==> config.mk <==
export PLATFORM = sky130hd
export DESIGN_NAME = sync_length_checksum_deframer_core
export DESIGN_NICKNAME = d
export VERILOG_FILES = /design/src/design/slcd_pkg.sv /design/src/design/sync_length_checksum_deframer_core.sv
export SDC_FILE = /design/constraint.sdc
export NUM_CORES = 1
export LEC_CHECK = 0
export ABC_AREA = 1
export CAP_MARGIN = 30
export CORE_AREA = 4 4 109 111
export CTS_CLUSTER_SIZE = 16
export DETAILED_ROUTE_END_ITERATION = 8
export DIE_AREA = 0 0 113 115
export DONT_BUFFER_PORTS = 1
export GPL_ROUTABILITY_DRIVEN = 0
export PLACE_DENSITY = 0.79
export SLEW_MARGIN = 20
export SYNTH_ARGS = -nofsm -noshare
export SYNTH_HDL_FRONTEND = slang
export SYNTH_SLANG_ARGS = --single-unit
==> constraint.sdc <==
create_clock -name clk -period 4.9 [get_ports clk]
set_input_delay 1.225 -clock clk [delete_from_list [all_inputs] [get_ports clk]]
set_output_delay 1.225 -clock clk [all_outputs]
set_load 0.05 [all_outputs]
==> src/design/slcd_pkg.sv <==
// ----------------------------------------------------------------------------
// slcd_pkg
// Shared types and constants of the length-prefixed frame deframer.
// ----------------------------------------------------------------------------
package slcd_pkg;

  localparam int unsigned ByteW     = 8;
  localparam int unsigned LenW      = 16;
  localparam int unsigned FrameLenW = 17;
  localparam int unsigned CfgIdxW   = 2;
  localparam int unsigned CfgDataW  = 16;

  // Shortest frame: head, one length byte, one body byte, checksum, fin.
  localparam logic [FrameLenW-1:0] MinFrameLen = 17'd5;

  typedef enum logic [2:0] {
    PH_HUNT = 3'd0,
    PH_LEN  = 3'd1,
    PH_BODY = 3'd2,
    PH_SUM  = 3'd3,
    PH_FIN  = 3'd4
  } phase_t;

  typedef enum logic [2:0] {
    ST_IGNORED = 3'd0,
    ST_START   = 3'd1,
    ST_BYTE    = 3'd2,
    ST_DONE    = 3'd3,
    ST_BAD_LEN = 3'd4,
    ST_BAD_SUM = 3'd5,
    ST_BAD_FIN = 3'd6,
    ST_TIMEOUT = 3'd7
  } status_t;

  typedef enum logic [CfgIdxW-1:0] {
    REG_HEAD_BYTE   = 2'd0,
    REG_FIN_BYTE    = 2'd1,
    REG_LEN_BYTES   = 2'd2,
    REG_MAX_BODY    = 2'd3
  } reg_idx_t;

  localparam logic [ByteW-1:0] HeadByteRst = 8'd170;
  localparam logic [ByteW-1:0] FinByteRst  = 8'd85;
  localparam logic [1:0]       LenBytesRst = 2'd2;
  localparam logic [LenW-1:0]  MaxBodyRst  = 16'd1024;

endpackage

==> src/design/sync_length_checksum_deframer_core.sv <==
// ----------------------------------------------------------------------------
// sync_length_checksum_deframer_core
// Hunts for length-prefixed frames with an 8-bit sum checksum in a byte
// stream and reports a status for every received item.
// ----------------------------------------------------------------------------
// Usage:
//   The input channel (in_valid/in_ready) carries one item per byte or per
//   receive timeout. Every accepted item yields exactly one result item on
//   the output channel (out_valid/out_ready): a copy of the byte, a status
//   code, and the total frame length when a frame completes.
//   The result of an item is registered and shown in the cycle after it is
//   accepted. Throughput is one item per cycle while results are taken; the
//   frame state update and the 8-bit checksum add sit between the input
//   handshake and the result register.
//   When the receiver stalls, the result register holds its item and
//   in_ready stays low until the result is taken; taking a result and
//   accepting a new item in the same cycle keeps the full rate.
//   Configuration writes (cfg_we, cfg_index, cfg_wdata) take effect at the
//   next edge and are meant to be made while the block is idle.
//   A synchronous reset (rst_n low) empties the result register, returns
//   the frame state to hunting and loads the register defaults.
// ----------------------------------------------------------------------------
module sync_length_checksum_deframer_core
  import slcd_pkg::*;
(
  input  logic                 clk,
  input  logic                 rst_n,
  input  logic                 in_valid,
  output logic                 in_ready,
  input  logic                 in_action,
  input  logic [ByteW-1:0]     in_data_byte,
  output logic                 out_valid,
  input  logic                 out_ready,
  output logic [ByteW-1:0]     out_data_out,
  output logic [2:0]           out_status,
  output logic [FrameLenW-1:0] out_frame_length,
  input  logic                 cfg_we,
  input  logic [CfgIdxW-1:0]   cfg_index,
  input  logic [CfgDataW-1:0]  cfg_wdata
);

  logic [ByteW-1:0]     head_byte_r;
  logic [ByteW-1:0]     fin_byte_r;
  logic [1:0]           len_bytes_r;
  logic [LenW-1:0]      max_body_r;

  phase_t               phase_r, phase_nxt;
  logic [LenW-1:0]      body_len_r, body_len_nxt;
  logic [1:0]           len_seen_r, len_seen_nxt;
  logic [LenW-1:0]      body_seen_r, body_seen_nxt;
  logic [ByteW-1:0]     sum_r, sum_nxt;
  logic [FrameLenW-1:0] frame_seen_r, frame_seen_nxt;

  logic                 out_valid_r;
  logic [ByteW-1:0]     dout_r, dout_nxt;
  status_t              status_r, status_nxt;
  logic [FrameLenW-1:0] flen_r, flen_nxt;

  logic                 in_fire;
  logic [1:0]           len_count;

  assign in_ready = !out_valid_r || out_ready;
  assign in_fire  = in_valid && in_ready;

  // Out-of-range length settings are clamped to one or two bytes.
  always_comb begin
    if (len_bytes_r == 2'd0) begin
      len_count = 2'd1;
    end else if (len_bytes_r == 2'd3) begin
      len_count = 2'd2;
    end else begin
      len_count = len_bytes_r;
    end
  end

  always_comb begin
    phase_nxt      = phase_r;
    body_len_nxt   = body_len_r;
    len_seen_nxt   = len_seen_r;
    body_seen_nxt  = body_seen_r;
    sum_nxt        = sum_r;
    frame_seen_nxt = frame_seen_r;
    dout_nxt       = in_data_byte;
    status_nxt     = ST_IGNORED;
    flen_nxt       = '0;

    if (in_action) begin
      dout_nxt = '0;
      if (phase_r != PH_HUNT) begin
        status_nxt = ST_TIMEOUT;
        phase_nxt  = PH_HUNT;
      end
    end else begin
      case (phase_r)
        PH_LEN: begin
          body_len_nxt   = {body_len_r[LenW-ByteW-1:0], in_data_byte};
          len_seen_nxt   = len_seen_r + 2'd1;
          sum_nxt        = sum_r + in_data_byte;
          frame_seen_nxt = frame_seen_r + 17'd1;
          status_nxt     = ST_BYTE;
          if (len_seen_nxt >= len_count) begin
            if ((body_len_nxt != '0) && (body_len_nxt <= max_body_r)) begin
              phase_nxt = PH_BODY;
            end else begin
              status_nxt = ST_BAD_LEN;
              phase_nxt  = PH_HUNT;
            end
          end
        end
        PH_BODY: begin
          body_seen_nxt  = body_seen_r + 16'd1;
          sum_nxt        = sum_r + in_data_byte;
          frame_seen_nxt = frame_seen_r + 17'd1;
          status_nxt     = ST_BYTE;
          if (body_seen_nxt >= body_len_r) begin
            phase_nxt = PH_SUM;
          end
        end
        PH_SUM: begin
          if (in_data_byte == sum_r) begin
            frame_seen_nxt = frame_seen_r + 17'd1;
            status_nxt     = ST_BYTE;
            phase_nxt      = PH_FIN;
          end else begin
            status_nxt = ST_BAD_SUM;
            phase_nxt  = PH_HUNT;
          end
        end
        PH_FIN: begin
          if (in_data_byte == fin_byte_r) begin
            frame_seen_nxt = frame_seen_r + 17'd1;
            status_nxt     = ST_DONE;
            flen_nxt       = frame_seen_nxt;
          end else begin
            status_nxt = ST_BAD_FIN;
          end
          phase_nxt = PH_HUNT;
        end
        default: begin
          phase_nxt = PH_HUNT;
          if (in_data_byte == head_byte_r) begin
            phase_nxt      = PH_LEN;
            body_len_nxt   = '0;
            len_seen_nxt   = '0;
            body_seen_nxt  = '0;
            sum_nxt        = in_data_byte;
            frame_seen_nxt = 17'd1;
            status_nxt     = ST_START;
          end
        end
      endcase
    end
  end

  always_ff @(posedge clk) begin
    if (!rst_n) begin
      head_byte_r <= HeadByteRst;
      fin_byte_r  <= FinByteRst;
      len_bytes_r <= LenBytesRst;
      max_body_r  <= MaxBodyRst;
    end else if (cfg_we) begin
      case (cfg_index)
        REG_HEAD_BYTE: head_byte_r <= cfg_wdata[ByteW-1:0];
        REG_FIN_BYTE:  fin_byte_r  <= cfg_wdata[ByteW-1:0];
        REG_LEN_BYTES: len_bytes_r <= cfg_wdata[1:0];
        REG_MAX_BODY:  max_body_r  <= cfg_wdata[LenW-1:0];
        default: ;
      endcase
    end
  end

  always_ff @(posedge clk) begin
    if (!rst_n) begin
      phase_r      <= PH_HUNT;
      body_len_r   <= '0;
      len_seen_r   <= '0;
      body_seen_r  <= '0;
      sum_r        <= '0;
      frame_seen_r <= '0;
    end else if (in_fire) begin
      phase_r      <= phase_nxt;
      body_len_r   <= body_len_nxt;
      len_seen_r   <= len_seen_nxt;
      body_seen_r  <= body_seen_nxt;
      sum_r        <= sum_nxt;
      frame_seen_r <= frame_seen_nxt;
    end
  end

  always_ff @(posedge clk) begin
    if (!rst_n) begin
      out_valid_r <= 1'b0;
    end else if (in_fire) begin
      out_valid_r <= 1'b1;
    end else if (out_ready) begin
      out_valid_r <= 1'b0;
    end
  end

  always_ff @(posedge clk) begin
    if (in_fire) begin
      dout_r   <= dout_nxt;
      status_r <= status_nxt;
      flen_r   <= flen_nxt;
    end
  end

  assign out_valid        = out_valid_r;
  assign out_data_out     = dout_r;
  assign out_status       = status_r;
  assign out_frame_length = flen_r;

endmodule

==> results.sh <==
export IMPL_status="completed"
export IMPL_synthFlopType="dfxtp_1"
export IMPL_max_freq_ghz=0.322
export IMPL_synthDominantCellAreaShare=0.280
export IMPL_ys_warn_count=0
export IMPL_die_w_um=113
export IMPL_vias=5909
export IMPL_cts_tree="done"
export IMPL_synth_edf_count=28
export IMPL_ir_drop_mv=0.260
export IMPL_crit_path_end_kind="register"
export IMPL_rows=38
export IMPL_root_buffer="clkbuf_8"
export IMPL_clock_sinks=124
export IMPL_p_sw_w=0.000640
export IMPL_grt_usage=0.250
export IMPL_worst_path_max_fanout=5
export IMPL_setup_violations=0
export IMPL_dr_pass1_iters=5
export IMPL_dieArea_mm2=0.0130
export IMPL_final_layout_size_suffix_gt1_frac=0.0704
export IMPL_startpoint_type="register"
export IMPL_drc=0
export IMPL_rsz0062_at_grt="no"
export IMPL_initial_utilization=0.636
export IMPL_hold_viol=0
export IMPL_critPathArrivalTime_ns=3.57
export IMPL_dpl_cell_count=1046
export IMPL_regArea_mm2=0.00276
export IMPL_nets=1001
export IMPL_core_region_area_mm2=0.0108
export IMPL_grt_pass1_vias=5568
export IMPL_min_delay_path_class="register to register"
export IMPL_regToRegSetupSlack_ns=1.79
export IMPL_tightest_slew_ns=0.787
export IMPL_p_comb_frac=0.054
export IMPL_slew_headroom=0.475
export IMPL_clock_path_buffers=2
export IMPL_p_clk_frac=0.482
export IMPL_io_buffers=0
export IMPL_p_leak_nw=3.12
export IMPL_clk_pin_slew_ns=0.06
export IMPL_timing_rr_end="phase_r[1]"
export IMPL_finalMaxSlewViolations=0
export IMPL_switching_share=0.262
export IMPL_h_tree_depth=4
export IMPL_fill_cells=865
export IMPL_instances_no_fill=1078
export IMPL_post_route_period_util=0.634
export IMPL_synth_area_leaders="dfxtp_1 (28%), edfxtp_1 (12%), nand2_1 (12%), ha_1 (7.8%), a21oi_1 (7.4%)"
export IMPL_setup_tns_ns=0
export IMPL_cts_buffers=17
export IMPL_fin_skew_ns=0.0126
export IMPL_drt_iter0_markers=383
export IMPL_rr_startpoint="body_seen_r[0]"
export IMPL_io_pins=62
export IMPL_multi_input_area_mm2=0.00351
export IMPL_post_cts_resized=0
export IMPL_crit_type="register to register"
export IMPL_r2r_cells=19
export IMPL_power_density_mw_per_mm2=325
export IMPL_hpwl_mm=10.7
export IMPL_crit_path_end="phase_r[1]"
export IMPL_wl_per_cell_um=14.3
export IMPL_period_needed_ns=3.11
export IMPL_via_per_inst=5.48
export IMPL_drv_cap=0
export IMPL_worstPathRequired_ns=5.36
export IMPL_startpoint="body_seen_r[0]"
export IMPL_synth_top_cell_by_area="dfxtp_1"
export IMPL_hold_buffers=0
export IMPL_synth_distinct_cells=40
export IMPL_syn_nets=1001
export IMPL_grt_pass1_wl_mm=26.3
export IMPL_synth_seq_area_share=0.403
export IMPL_synth_seq_cells=124
export IMPL_grt_overflow=0
export IMPL_pwr_share_seq=0.464
export IMPL_wirelength_mm=15.4
export IMPL_post_cts_buffers=0
export IMPL_avgSynthCellArea_um2=7.42
export IMPL_grt_max_degree=42
export IMPL_area_growth_pct=9.54
export IMPL_dieHeight_um=115
export IMPL_n_antenna_cell=0
export IMPL_ant_nets=0
export IMPL_async_flop_share=0
export IMPL_netlist_area_mm2=0.00686
export IMPL_p_int_w=0.00180
export IMPL_clk_latency_ns=0.54
export IMPL_grt_antenna_before_repair=0
export IMPL_synth_cells=925
==> cell usage in the layout, fill, tap and decap left out, drive strengths merged, types with 18 or more instances in the layout <==
cell	instances
nand2	220
inv	127
a21oi	103
nor2	101
dfxtp	96
nand3	47
ha	43
o21ai	42
edfxtp	28
xor2	21
xnor2	18
==> cells in the mapped netlist, types with 8 or more instances <==
cell	count
a21oi_1	101
nor2_1	97
nand3_1	45
xnor2_1	18
nand4_1	12
ha_1	43
edfxtp_1	28
xor2_1	21
o21ai_0	42
nor3_1	12
inv_1	114
dfxtp_1	96
inv_2	8
nand2_1	216
clkbuf_1	13
==> worst max-delay path: stages (launching register included) <==
cell	delay, ns
dfxtp_1	0.40
ha_1	0.19
nand2_1	0.07
inv_1	0.12
nand3_1	0.13
nor2_1	0.19
nand2_1	0.13
nor2_1	0.18
a21oi_1	0.09
a21oi_1	0.19
ha_1	0.28
nand2_1	0.15
a21oi_1	0.06
nor2_1	0.11
nand2_1	0.08
a21oi_1	0.15
nand4_1	0.11
nand3_1	0.16
nand2_1	0.09
a21oi_1	0.15
==> kinds of logic after synthesis <==
group / share of synthesized area
and+or+nand+nor: 0.251
buffers and inverters: 0.0856
DFF: 0.403
xor gates and xnor gates: 0.0498
adders and majority gates: 0.0814
AOI/OAI and AO/OA: 0.130
==> worst min path at each step <==
stage,depth (start not counted),slack (ns),to,startpoint
2_1_floorplan,2,0.43,max_body_r[1],max_body_r[1]
3_3_place_gp,2,0.45,max_body_r[7],max_body_r[7]
3_5_place_dp,2,0.45,max_body_r[13],max_body_r[13]
4_1_cts,2,0.46,max_body_r[7],max_body_r[7]
5_1_grt,2,0.49,max_body_r[13],max_body_r[13]
6_report,2,0.46,max_body_r[13],max_body_r[13]
==> final cells by class <==
type	count	share of cell area
multi-input combinational	653	0.467
sequential	124	0.368
inverter	124	0.0619
clock buffer	17	0.0551
tap	140	0.0233
clock inverter	15	0.0188
timing repair buffer	5	0.00600
==> power groups by stage <==
stage,sequential (W),clock (W),combinational [W]
2_1_floorplan,0.00115,0,0.000111
3_3_place_gp,0.00116,0,0.000126
3_5_place_dp,0.00116,0,0.000130
4_1_cts,0.00113,0.00118,0.000131
5_1_grt,0.00114,0.00124,0.000151
6_report,0.00113,0.00118,0.000131
==> registers in the layout, summed over array words and instances (netlist names) <==
| signal | count |
|---|---|
| head_byte_r | 8 |
| max_body_r | 16 |
| sum_r | 8 |
| phase_r | 3 |
| body_seen_r | 16 |
| len_bytes_r | 1 |
| out_valid | 1 |
| body_len_r | 16 |
| fin_byte_r | 8 |
| out_frame_length | 17 |
| out_data_out | 8 |
| len_seen_r | 2 |
| frame_seen_r | 17 |
| out_status | 3 |
==> per-stage QoR <==
step,instance area [um^2],utilization,setup WS (ns),power [W],hold WS [ns]
floorplan,6860,-,1.99,0.00126,0.433
global placement,6940,0.643,1.56,0.00128,0.448
detailed placement,6960,0.645,1.54,0.00129,0.452
CTS,7510,0.696,1.79,0.00245,0.461
global route,7510,0.696,1.29,0.00253,0.487
finish,7510,0.696,1.79,0.00244,0.459
==> metal layers <==
layer	routed length (um)	track usage	vias to the layer above
met5	0	0	-
met4	291	0.0833	0
met3	835	0.0647	32
met2	7290	0.406	159
met1	7020	0.327	2697
li1	-	-	3021
Note: power is estimated with default switching activity, not from simulation.
